`src/rtl/sfba_pkg.sv`:
```
// Shared types and constants for the segregated-fit block allocator.
// No dependencies; every other file except sfba_ram refers to this package by scoped names.
package sfba_pkg;

  localparam int MAX_BLOCKS_DEF  = 256;
  localparam int ADDR_W          = 32;
  localparam int SIZE_W          = 19;
  localparam int BYTES_W         = 21;
  localparam int CLS_W           = 5;
  localparam int MAX_CLASSES     = 16;
  localparam int MIN_BLOCK_SHIFT = 3;
  localparam int BLK_OUT_W       = 9;
  localparam int BLK_OUT_MAX     = 511;
  localparam int UBYTES_W        = 25;
  localparam int CNT_W           = 32;
  localparam int CFG_IDX_W       = 2;

  localparam logic [CFG_IDX_W-1:0] CFG_HEAP_BASE       = 2'd0;
  localparam logic [CFG_IDX_W-1:0] CFG_NUM_CLASSES     = 2'd1;
  localparam logic [CFG_IDX_W-1:0] CFG_BYTES_PER_CLASS = 2'd2;

  localparam logic [ADDR_W-1:0]  HEAP_BASE_RST = 32'd0;
  localparam logic [CLS_W-1:0]   NUM_CLS_RST   = 5'd8;
  localparam logic [BYTES_W-1:0] BPC_RST       = 21'd4096;

  typedef enum logic [1:0] {
    REQ_INIT  = 2'd0,
    REQ_ALLOC = 2'd1,
    REQ_FREE  = 2'd2,
    REQ_NOP   = 2'd3
  } req_type_t;

  typedef enum logic [1:0] {
    ST_OK      = 2'd0,
    ST_NOMEM   = 2'd1,
    ST_BADFREE = 2'd2,
    ST_FULL    = 2'd3
  } status_t;

  typedef enum logic [3:0] {
    S_IDLE,
    S_INIT_CLS,
    S_INIT_RUN,
    S_SCAN,
    S_EVAL,
    S_SPLIT,
    S_TAKE,
    S_FREE,
    S_DONE
  } state_t;

  typedef struct packed {
    logic [ADDR_W-1:0] addr;
    logic [SIZE_W-1:0] size;
    logic              taken;
  } entry_t;

  typedef struct packed {
    logic    accept;
    logic    start_init;
    logic    cls_load;
    logic    cls_next;
    logic    place;
    logic    scan_start;
    logic    scan_run;
    logic    wr_split;
    logic    wr_take;
    logic    wr_free;
    logic    finish;
    status_t res_status;
  } cmd_t;

  typedef struct packed {
    req_type_t in_type;
    req_type_t req_type;
    logic      cls_end;
    logic      rem_zero;
    logic      full;
    logic      scan_done;
    logic      found;
    logic      need_split;
    logic      req_zero;
    logic      addr_zero;
    logic      out_free;
  } stat_t;

endpackage

```
`src/rtl/sfba_ctrl.sv`:
```
// Sequencer for the allocator: init build, table scan and write-back steps.
// Depends on sfba_pkg; drives sfba_dp through cmd_t and watches stat_t.
module sfba_ctrl (
  input  logic            clk,
  input  logic            rst_n,
  input  logic            in_valid,
  output logic            in_ready,
  input  sfba_pkg::stat_t stat,
  output sfba_pkg::cmd_t  cmd
);

  sfba_pkg::state_t  state_r, state_nxt;
  sfba_pkg::status_t status_r, status_nxt;

  always_ff @(posedge clk) begin
    if (!rst_n) begin
      state_r  <= sfba_pkg::S_IDLE;
      status_r <= sfba_pkg::ST_OK;
    end else begin
      state_r  <= state_nxt;
      status_r <= status_nxt;
    end
  end

  always_comb begin
    state_nxt      = state_r;
    status_nxt     = status_r;
    cmd            = '0;
    cmd.res_status = status_r;
    in_ready       = 1'b0;
    unique case (state_r)
      sfba_pkg::S_IDLE: begin
        in_ready = 1'b1;
        if (in_valid) begin
          cmd.accept = 1'b1;
          unique case (stat.in_type)
            sfba_pkg::REQ_INIT: begin
              cmd.start_init = 1'b1;
              state_nxt      = sfba_pkg::S_INIT_CLS;
            end
            sfba_pkg::REQ_ALLOC, sfba_pkg::REQ_FREE: begin
              cmd.scan_start = 1'b1;
              state_nxt      = sfba_pkg::S_SCAN;
            end
            default: begin
              status_nxt = sfba_pkg::ST_OK;
              state_nxt  = sfba_pkg::S_DONE;
            end
          endcase
        end
      end
      sfba_pkg::S_INIT_CLS: begin
        if (stat.cls_end) begin
          status_nxt = sfba_pkg::ST_OK;
          state_nxt  = sfba_pkg::S_DONE;
        end else begin
          cmd.cls_load = 1'b1;
          state_nxt    = sfba_pkg::S_INIT_RUN;
        end
      end
      sfba_pkg::S_INIT_RUN: begin
        if (stat.rem_zero) begin
          cmd.cls_next = 1'b1;
          state_nxt    = sfba_pkg::S_INIT_CLS;
        end else if (stat.full) begin
          status_nxt = sfba_pkg::ST_FULL;
          state_nxt  = sfba_pkg::S_DONE;
        end else begin
          cmd.place = 1'b1;
        end
      end
      sfba_pkg::S_SCAN: begin
        if (stat.scan_done) begin
          state_nxt = sfba_pkg::S_EVAL;
        end else begin
          cmd.scan_run = 1'b1;
        end
      end
      sfba_pkg::S_EVAL: begin
        if (stat.req_type == sfba_pkg::REQ_ALLOC) begin
          if (stat.req_zero || !stat.found) begin
            status_nxt = sfba_pkg::ST_NOMEM;
            state_nxt  = sfba_pkg::S_DONE;
          end else if (stat.need_split && stat.full) begin
            status_nxt = sfba_pkg::ST_FULL;
            state_nxt  = sfba_pkg::S_DONE;
          end else if (stat.need_split) begin
            state_nxt = sfba_pkg::S_SPLIT;
          end else begin
            state_nxt = sfba_pkg::S_TAKE;
          end
        end else begin
          if (stat.addr_zero || !stat.found) begin
            status_nxt = sfba_pkg::ST_BADFREE;
            state_nxt  = sfba_pkg::S_DONE;
          end else begin
            state_nxt = sfba_pkg::S_FREE;
          end
        end
      end
      sfba_pkg::S_SPLIT: begin
        cmd.wr_split = 1'b1;
        state_nxt    = sfba_pkg::S_TAKE;
      end
      sfba_pkg::S_TAKE: begin
        cmd.wr_take = 1'b1;
        status_nxt  = sfba_pkg::ST_OK;
        state_nxt   = sfba_pkg::S_DONE;
      end
      sfba_pkg::S_FREE: begin
        cmd.wr_free = 1'b1;
        status_nxt  = sfba_pkg::ST_OK;
        state_nxt   = sfba_pkg::S_DONE;
      end
      sfba_pkg::S_DONE: begin
        if (stat.out_free) begin
          cmd.finish = 1'b1;
          state_nxt  = sfba_pkg::S_IDLE;
        end
      end
      default: state_nxt = sfba_pkg::S_IDLE;
    endcase
  end

endmodule

```
`config.mk`:
```
export PLATFORM = sky130hd
export DESIGN_NAME = sfba_ctrl
export DESIGN_NICKNAME = d
export VERILOG_FILES = /design/src/rtl/sfba_pkg.sv /design/src/rtl/sfba_ctrl.sv
export SDC_FILE = /design/constraint.sdc
export NUM_CORES = 1
export LEC_CHECK = 0
export BUFFER_PORTS_ARGS = -buffer_cell sky130_fd_sc_hd__buf_2
export CAP_MARGIN = 5
export CORE_MARGIN = 4
export CORE_UTILIZATION = 47
export DETAILED_ROUTE_END_ITERATION = 10
export PLACE_DENSITY_LB_ADDON = 0.08
export SYNTH_ARGS = -nofsm -noshare
export SYNTH_HDL_FRONTEND = slang
export SYNTH_SLANG_ARGS = --single-unit
```
`constraint.sdc`:
```
create_clock -name clk -period 3.2 [get_ports clk]
set_input_delay 0.16 -clock clk [delete_from_list [all_inputs] [get_ports clk]]
set_output_delay 0.16 -clock clk [all_outputs]
set_load 0.02 [all_outputs]
```
Word level (Yosys, flattened, before mapping)
Index checks and enable logic that the tools add are counted.
{"block": "word_totals", "register_bits": 6, "out_inout_bits": 14, "word_cells": 78}
{"block": "op_classes", "eq_ne": 21, "n_mux": 43, "reduce_logical": 12}
{"cell": "4-bit 2-to-1 mux", "n": 10}
{"cell": "4-bit one-hot mux with 8 select lines", "n": 1}
{"cell": "2-bit 2-to-1 mux", "n": 13}
{"cell": "1-bit 2-to-1 mux", "n": 17}
{"cell": "4-bit by 3-bit == test with 1-bit output (second input constant)", "n": 4}
{"cell": "2-bit inequality test (second input constant)", "n": 7}
{"cell": "2-bit one-hot mux with 5 select lines", "n": 1}
{"cell": "4-bit by 2-bit == test with 1-bit output (second input constant)", "n": 2}
{"cell": "4-bit one-hot mux with 2 select lines", "n": 1}
{"cell": "8-bit AND reduction", "n": 1}
{"cell": "3-bit inequality test (second input constant)", "n": 2}
{"cell": "5-bit nonzero test", "n": 1}
{"cell": "2-bit by 1-bit == test with 1-bit output (second input constant)", "n": 2}
{"cell": "4-bit by 1-bit == test with 1-bit output (second input constant)", "n": 1}
{"cell": "4-bit == test (second input constant)", "n": 1}
{"cell": "4-bit logical NOT", "n": 1}
{"cell": "4-bit inequality test (second input constant)", "n": 1}
{"cell": "4-bit AND reduction", "n": 1}
{"cell": "2-bit OR reduction", "n": 2}
{"cell": "3-bit OR reduction", "n": 1}
{"cell": "2-bit == test (second input constant)", "n": 1}
{"cell": "2-bit logical NOT", "n": 1}
{"cell": "1-bit logical OR", "n": 2}
{"cell": "1-bit logical AND", "n": 1}
{"cell": "1-bit logical NOT", "n": 1}

Longest topological paths before layout
Gate-level depths: netlist (run 1).
{"block": "depth", "depth_word": 5, "ltp_mapped": 6}

Worst setup path before layout (run 1)
OpenSTA, ideal clock, no wires.
{"block": "synth_path", "path_type": "flip-flop to flip-flop", "from": "register state_r[3]", "to": "register state_r[2]", "setup_ns": 0.116, "arrival_time_ns": 1.854, "required_time_ns": 3.084, "slack_ns": 1.230, "stages_incl_launch_ff": 6, "path_buffers": 1, "period_less_slack_ns": 1.970, "cell_sequence": "dfxtp_1 > buf_6 > or4b_1 > nor3_1 > nor2_1 > and4_1"}
{"block": "synth_between", "elab_chain_cells": 3}
{"element": "start, declared", "line_no": "sfba_ctrl.sv:12", "text": "sfba_pkg::state_t state_r, state_nxt;"}
{"element": "start signal, assigned", "line_no": "sfba_ctrl.sv:17", "text": "state_r <= sfba_pkg::S_IDLE;"}
{"element": "start signal, assigned", "line_no": "sfba_ctrl.sv:20", "text": "state_r <= state_nxt;"}
{"element": "4-bit by 3-bit == test with 1-bit output (tied with other cells)", "line_no": "sfba_ctrl.sv:31", "text": "unique case (state_r)"}
{"element": "2-bit OR reduction (no line) (tied with other cells)"}
{"element": "4-bit one-hot mux with 8 select lines or 4-bit AND reduction (tied branches)"}
Parallel ways exist; a longest one is shown, timed or not.
A chain may end at the register's enable or synchronous reset.

==> results of run 1 <==
==> critical path, cell delays in order, from the launching register on <==
cell,delay (ps)
sky130_fd_sc_hd__dfxtp_1,620
sky130_fd_sc_hd__or4b_1,570
sky130_fd_sc_hd__nor3_1,290
sky130_fd_sc_hd__buf_2,230
==> worst max-delay path by stage <==
stage | slack (ps) | from | cells after the start | endpoint
global placement | 1340 | state_r[1] | 4 | state_r[2]
detailed placement | 1310 | state_r[1] | 4 | state_r[2]
CTS | 1080 | state_r[1] | 3 | cmd[8]
floorplan | 1230 | state_r[3] | 5 | state_r[2]
global route | 910 | state_r[1] | 3 | cmd[8]
finish | 1080 | state_r[1] | 3 | cmd[8]
==> flip-flops by register name (all words and copies together), names as in the netlist <==
name and flops:
state_r 4, status_r 2
==> Yosys cell counts (all sizes together) <==
| cell type | count | share of area (%) |
|---|---|---|
| a21oi | 4 | 3.2 |
| a311oi | 2 | 2.8 |
| a31oi | 1 | 1.0 |
| a41oi | 2 | 2.8 |
| and2 | 1 | 1.0 |
| and2b | 1 | 1.2 |
| and3 | 5 | 5.1 |
| and3b | 1 | 1.4 |
| and4 | 2 | 3.2 |
| and4b | 2 | 3.2 |
| buf | 2 | 2.4 |
| clkbuf | 2 | 1.2 |
| dfxtp | 6 | 19 |
| ha | 2 | 4.1 |
| inv | 8 | 4.9 |
| mux2 | 1 | 1.8 |
| nand2 | 8 | 4.9 |
| nand2b | 2 | 2.0 |
| nand3 | 1 | 0.81 |
| nand3b | 1 | 1.2 |
| nor2 | 8 | 4.9 |
| nor2b | 3 | 3.0 |
| nor3 | 2 | 1.6 |
| nor4 | 2 | 2.0 |
| nor4b | 1 | 3.9 |
| o2111ai | 1 | 1.4 |
| o211ai | 1 | 1.2 |
| o21a | 1 | 1.2 |
| o21ai | 7 | 6.3 |
| o221a | 1 | 1.8 |
| or4b | 2 | 3.2 |
| xor2 | 1 | 1.4 |
==> logic make-up (layout without fill, tap and decap cells) <==
| kind of cell | after synthesis | in the layout | synth area share (%) |
|---|---|---|---|
| compound gates | 20 | 20 | 21.9 |
| xor+xnor | 1 | 1 | 1.42 |
| fa+ha+maj | 2 | 2 | 4.06 |
| buf+inv | 12 | 40 | 8.52 |
| flops | 6 | 6 | 19.5 |
| mux | 1 | 1 | 1.83 |
| simple gates | 42 | 42 | 42.8 |
==> report_power, final <==
part	switching (mW)	leakage (nW)	internal [mW]
registers	0.0356	0.0491	0.0901
clock network	0.0256	0.0138	0.0423
logic	0.101	0.344	0.0760
==> per-stage QoR <==
step                util [%]  power (mW)  hold WS, ps  cell area, um2
floorplan                  -       0.252          267             617
global placement        64.6       0.301          416             757
detailed placement      64.6       0.303          437             757
CTS                     66.6       0.373          186             779
global route            66.6       0.402          190             779
finish                  66.6       0.370          188             779
==> per-layer routing <==
layer / wire, um / part of all wire, %
met4: 27 / 1.8
met2: 671 / 44
met1: 682 / 45
met5: 0 / 0
met3: 135 / 8.9
==> layout make-up <==
class,instances,area (um2),area share [%]
Clock buffer,3,22.5,2.89
Inverter,8,30.0,3.85
Multi-Input combinational cell,66,444,57.0
Sequential cell,6,120,15.4
Tap cell,14,17.5,2.25
Timing Repair Buffer,29,145,18.6
==> cells in the final DEF (no fill, tap or decap), drive strengths merged, types with 3 or more instances in the layout <==
master,netlist,layout
buf,2,29
inv,8,8
nand2,8,8
nor2,8,8
o21ai,7,7
dfxtp,6,6
and3,5,5
a21oi,4,4
nor2b,3,3
clkbuf,2,3
==> results by stage, run 1 <==
Critical path:
- The highest fanout seen on the critical path is 15.
- The worst setup path is launched from a flop.
- STA classifies the critical path endpoint as an output pin.
- The startpoint of the lowest-slack register-to-register path is state_r[1].
- Data on the critical path arrives at its endpoint at 1960 ps.
- The endpoint identified for the worst register-to-register timing path is state_r[2].
- The number of cells on the worst reg-to-reg path is 4.
- The worst register-to-register path has a setup slack of about 1300 ps.
- The required time at the worst-slack endpoint is 3040 ps.
- By startpoint and endpoint, the worst setup path is classified as reg -> out.

CTS:
- The root buffer cell chosen for the clock tree is sky130_fd_sc_hd__clkbuf_4.
- After clock tree synthesis, the setup repair step added 0 buffers.
- The number of sinks on the clock net is 6.
- In this run, post-CTS hold repair placed 0 buffers.
- The clock tree from TritonCTS is yes.
- Clock-pin slew was measured on the worst setup and hold paths at 40 ps.
- In this run, CTS created clock tree buffers numbering 3.
- The number of gates resized after cts is 0.
- Counting along the longest clock path gives a buffer depth of 2.
- The clock reaches the later pin of the worst-skew pair after approximately 240 ps.
- In this run the number of H-tree levels came out at 1.

Floorplanning:
- The floorplan has 12 rows.
- The floorplan step defined a die boundary enclosing 0.00196 mm2.
- From bottom edge to top edge, the die measures 44.2 um.
- In this run the standard cell core region covers 0.00117 mm2.
- The initial utilization of the core area, before any placement, comes to 52.7%.
- The boundary pin count is 30.
- From left edge to right edge, the die measures about 44 um.

Global route:
- The number of antenna violations at the first check in global routing is 0.
- The first global-routing pass estimated 2490 um of wire.
- Global routing used 16.9% of the available tracks.
- The number of global-route vias before repair is 617.
- The met3 routing resource usage after global routing is 6.50%.
- The global-route met2 utilization is 25.9%.
- The remaining global-route overflow is 0.
- The layer with the highest usage after global routing is met2.
- For this run, global-route usage on met1 was measured as 20.4%.
- Entering global routing, the biggest net connects 18 pins.

Worst hold path:
- The path class of the tightest hold or removal check is in -> reg.
- The instance count along the most critical hold path is 2.
- The startpoint identified for the worst hold timing path is rst_n.
- The worst hold path terminates at state_r[3].

Place:
- The final HPWL from detailed placement is 1240 um.
- The count of input and output buffers is 29.
- The number of placed instances, taps included, is 123.
- Prior to clock tree synthesis, the placed netlist has a worst setup slack of 1310 ps.
- The final weighted congestion of routability-driven global placement is between 0.8 and 0.9.

Synthesis:
- In this run, distinct cell masters in the synthesized netlist total 36.
- In this run the cell area of the synthesized design comes to 617 um2.
- In this run, synthesis produced a sequential element count of 6.
- The number of cells produced by synthesis is 84.
- Of the synthesized area, sequential elements account for between 15 and 20%.
- The number of nets produced by synthesis is about 100.
- During synthesis, Yosys emitted a total of 0 warnings.
- Each instance of the synthesized netlist takes up on average 7.34 um2.

STA:
- The number of hold-slack violations in the final timing report is 0.
- The max-slew violation count came to 0.
- The setup-violating endpoint count in the final report is 0.
- Clock skew on the completed layout was measured at 2.39 ps.
- The worst path needs roughly 2100 ps of the cycle, external delays included.
- Setup repair after global routing left no endpoint under its margin.
- For this run, the top clock speed supported by timing is between 0.4 and 0.5 GHz.
- After layout, the worst setup slack is between 1000 and 1500 ps.
- In this run the tightest slew margin relative to its limit is between 60% and 70%.
- The final clock period utilization by the worst path is between 60% and 70%.
- The total negative slack is 0 ps.
- The slew at the pin with the worst max-slew slack is 542 ps.

Job:
- The tool flagged a number of max-cap violations equal to 0.

Power:
- The power per unit of standard cell area is 475 mW/mm2.
- The analysis attributes to cell leakage a power of 0.407 nW.
- Across the VDD grid, the largest voltage drop is between 300 and 400 uV.

Final layout:
- The total of fill cells in the finished design is between 100 and 150.
- Excluding fillers, the count of instances in the completed layout stands at about 130.
- In the final design database the tool counted 132 nets.
- The fraction of layout cells with a size suffix above 1 is 33.0%.
- From synthesis to final layout, the design area changed by 26.4%.
- The antenna diode count is 0.

Drt:
- The average wire per cell in the routed design is 12.0 um.
- Once detail routing completed, the nets flagged for antenna violations numbered 0.
- Using the TritonRoute via totals, the vias-per-cell ratio works out to 5.75.
- Summed over all layers, the routed wires come to 1520 um.
- For this run, design rule violations remaining after detail routing come to 0.
- The first detailed-routing pass took 4 iterations.
- The routed layout has ~730 vias.
- In this run, the number of DRC markers left after iteration 0 of detailed routing was 11.

Outcome:
- The run finished with clean final reports.
(Power assumes the default switching activity.)
==> run 2, diff against run 1 <==
- CORE_UTILIZATION: 47 -> 44
- clock period: 3.2 -> 2.1 ns (I/O delays scaled with it)
==> run 2 against run 1 <==
  * Global-route usage shrank 0.61 points
  * Critical path type unchanged
  * Highest routed layer is now met3
  * Register-to-register slack lost 1100 ps
  * Flip-flop and latch count unchanged
  * Worst setup slack worse by 1000 ps
  * Non-clock buffer count is 1 higher
  * Die area rose by 5.6%
  * Worst hold slack lost 55 ps
==> results by stage, run 2 (synthesis gave the netlist of run 1 again) <==
STA:
- The total negative slack is 0 ps (unchanged).
- The setup-violating endpoint count in the final report was 0 (unchanged).
- The number of hold-slack violations in the final timing report is 0 (unchanged).
- The max-slew violation count came to 0 (unchanged).
- Setup repair after global routing left no endpoint under its margin.
- The worst path uses just under 100% of the clock period.
- The slew at the pin with the worst max-slew slack is 504 ps (-37.8 ps).
- The headroom to the max-slew limit is 66.1% (+2.3 points).
- The final worst clock skew came to 1.41 ps (-0.978 ps).
- The clock period minus final worst setup slack is 2030 ps.
- The maximum clock rate is between 0.4 and 0.5 GHz.

Power:
- The power per unit of standard cell area is 722 mW/mm2 (+52%).
- The highest ir drop seen on vdd was 436 uV (+9.3%).
- The cell leakage power came to 0.412 nW (+1.3%).
- The overall power consumption is 0.569 mW (+54%).

Final layout:
- The antenna diode count came to 0 (unchanged).
- In the final layout, the registers with the most flip-flops are state_r: 4 flops, status_r: 2 flops.
- The top cell types in the final layout, fill and taps aside, are sky130_fd_sc_hd__buf_2 (29), sky130_fd_sc_hd__inv_1 (8), sky130_fd_sc_hd__nand2_1 (8), sky130_fd_sc_hd__nor2_1 (8).
- The fraction of layout cells with a size suffix above 1 is 33.6% (+0.59 points).
- The summed area of non-filler cells in the final layout is 788 um2 (+1.1%).
- The number of nets at the end of the flow is 133 (+0.76%).
- The final cell count without fillers is 128 (+1.6%).
- The total of fill cells in the finished design is 141 (+17%).
- From synthesis to final layout, the design area changed by 27.8%.
- Leaving out fill and tap cells, the most frequent cell in the layout is sky130_fd_sc_hd__buf_2.
- The sequential standard cell area is 120 um2 (unchanged).
- The number of flip-flops under the largest register name came to 4 (unchanged).
- Counting flops per register, the top entry is state_r.
- The multi-input gate area in the final layout is 444 um2 (unchanged).

Drt:
- The remaining design rule violation count is 0 (unchanged).
- The final routed wirelength across all metal layers came to 1540 um (+1.7%).
- The first-pass detailed-route iteration total came to 4 (unchanged).
- The residual antenna-violating net count after detailed routing came to 0 (unchanged).
- The detailed-route vias per instance is 5.55 (-3.5%).
- The average wire per cell in the routed design came to 12.0 um (+0.13%).
- The number of DRC violations after detailed-routing iteration 0 came to 14 (+3).
- The via count of the routed design is 711 (-1.9%).

Critical path:
- The highest fanout seen on the critical path is 15 (unchanged).
- The worst register-to-register path ends at status_r[0].
- In this run the critical register-to-register path is launched from state_r[2].
- The register-to-register setup slack is 180 ps (-1110 ps).
- The worst reg2reg path depth is 5 (+1).
- The worst setup path is captured at an output pin.
- The worst setup path is launched from a flop.
- The start point of the critical path is state_r[1].
- The critical path ends at cmd[8].
- The endpoint arrival time on the critical path is 1920 ps (-40 ps).
- The path type of the worst setup path is reg -> out.
- The required time at the worst-slack endpoint came to 2000 ps (-1040 ps).

Floorplanning:
- The height of the chip is 45.4 um (+2.7%).
- The starting density of the core came to 46.8% (-5.9 points).
- The number of rows in the core area is 13 (+1).
- The boundary pin count is 30 (unchanged).
- The die outline width is 45.4 um (+2.7%).
- The area enclosed by the die boundary is 0.00206 mm2 (+5.6%).
- The area inside the core boundary is 0.00132 mm2 (+13%).

CTS:
- The buffer count from post-CTS setup fixing is 0 (unchanged).
- The quantity of hold-fixing buffers added after cts is 0 (unchanged).
- The clock network latency to the later pin of the worst-skew pair is 230 ps (about the same).
- The root buffer cell chosen for the clock tree is sky130_fd_sc_hd__clkbuf_4.
- The clock tree from TritonCTS is yes.
- The maximum buffer depth of the clock tree is 2 (unchanged).
- The number of clock buffers inserted by TritonCTS was 3 (unchanged).
- The register clock-pin slew on the reported worst setup and hold paths came to 40 ps (about the same).
- The H-tree depth is 1 (unchanged).
- The number of gates resized after cts came to 0 (unchanged).
- The number of sinks on the clock net is 6 (unchanged).

Global route:
- The remaining global-route overflow is 0 (unchanged).
- The number of antenna violations at the first check in global routing was 0 (unchanged).
- The first-pass GRT wire length came to 2580 um (+3.6%).
- The largest net degree at the start of global routing is 16 (-2).
- The total routing resource utilization after global routing is 16.3% (-0.61 points).
- The number of global-route vias before repair came to 665 (+7.8%).

Job:
- The max capacitance violation total was 0 (unchanged).

Place:
- The cell count after placement is 125 (+1.6%).
- The placed standard-cell area is 766 um2 (+1.2%).
- The final weighted congestion of routability-driven global placement came to 0.890 (-1.1%).
- The count of input and output buffers is 29 (unchanged).
- The final HPWL from detailed placement is 1280 um (+2.9%).

Outcome:
- The run finished with clean final reports.

Worst hold path:
- The classification of the worst-slack hold path is in -> reg.
run 2: changes by cell type in the layout (fill, tap and decap cells not counted):
cell and change:
sky130_fd_sc_hd__buf_4 +1
run 2: worst max-delay path, stage by stage, from the launching register on:
cell                      delay (ps)
sky130_fd_sc_hd__dfxtp_1         630
sky130_fd_sc_hd__or4b_1          580
sky130_fd_sc_hd__nor3_1          250
sky130_fd_sc_hd__buf_2           220
run 2: worst min path at each step:
stage          start    endpoint  depth (start not counted)
6_report       rst_n  state_r[0]                          3
5_1_grt        rst_n  state_r[3]                          2
4_1_cts        rst_n  state_r[0]                          3
3_5_place_dp   rst_n  state_r[0]                          3
3_3_place_gp   rst_n  state_r[0]                          3
2_1_floorplan  rst_n  state_r[0]                          2
run 2: metrics by stage:
step,hold WS [ps],worst slack [ps],utilization [%]
floorplan,212,130,-
CTS,126,87.3,59.8
detailed placement,373,204,58.1
finish,133,74.1,59.8
global placement,364,234,58.1
global route,144,10.3,59.8
run 2: area by class of cell:
| cell class | count | share of cell area [%] |
|---|---|---|
| clock buffers | 3 | 2.86 |
| flip-flops and latches | 6 | 15.2 |
| inverters | 8 | 3.81 |
| well taps | 15 | 2.38 |
| repair buffers | 30 | 19.4 |
| multi-input cells | 66 | 56.3 |
run 2: metal layers:
layer | GRT usage (%) | vias up | wire, um
met5 | 0 | - | 0
met3 | 3.56 | 0 | 121
met4 | 7.02 | 0 | 0
met2 | 26.5 | 27 | 717
met1 | 20.3 | 316 | 703
li1 | - | 368 | -
run 2: where the power goes:
part           internal, mW  leakage (nW)  total (mW)  switching, mW
clock network        0.0642        0.0138      0.0993         0.0351
registers             0.137        0.0491       0.177         0.0399
logic                 0.122         0.349       0.293          0.171
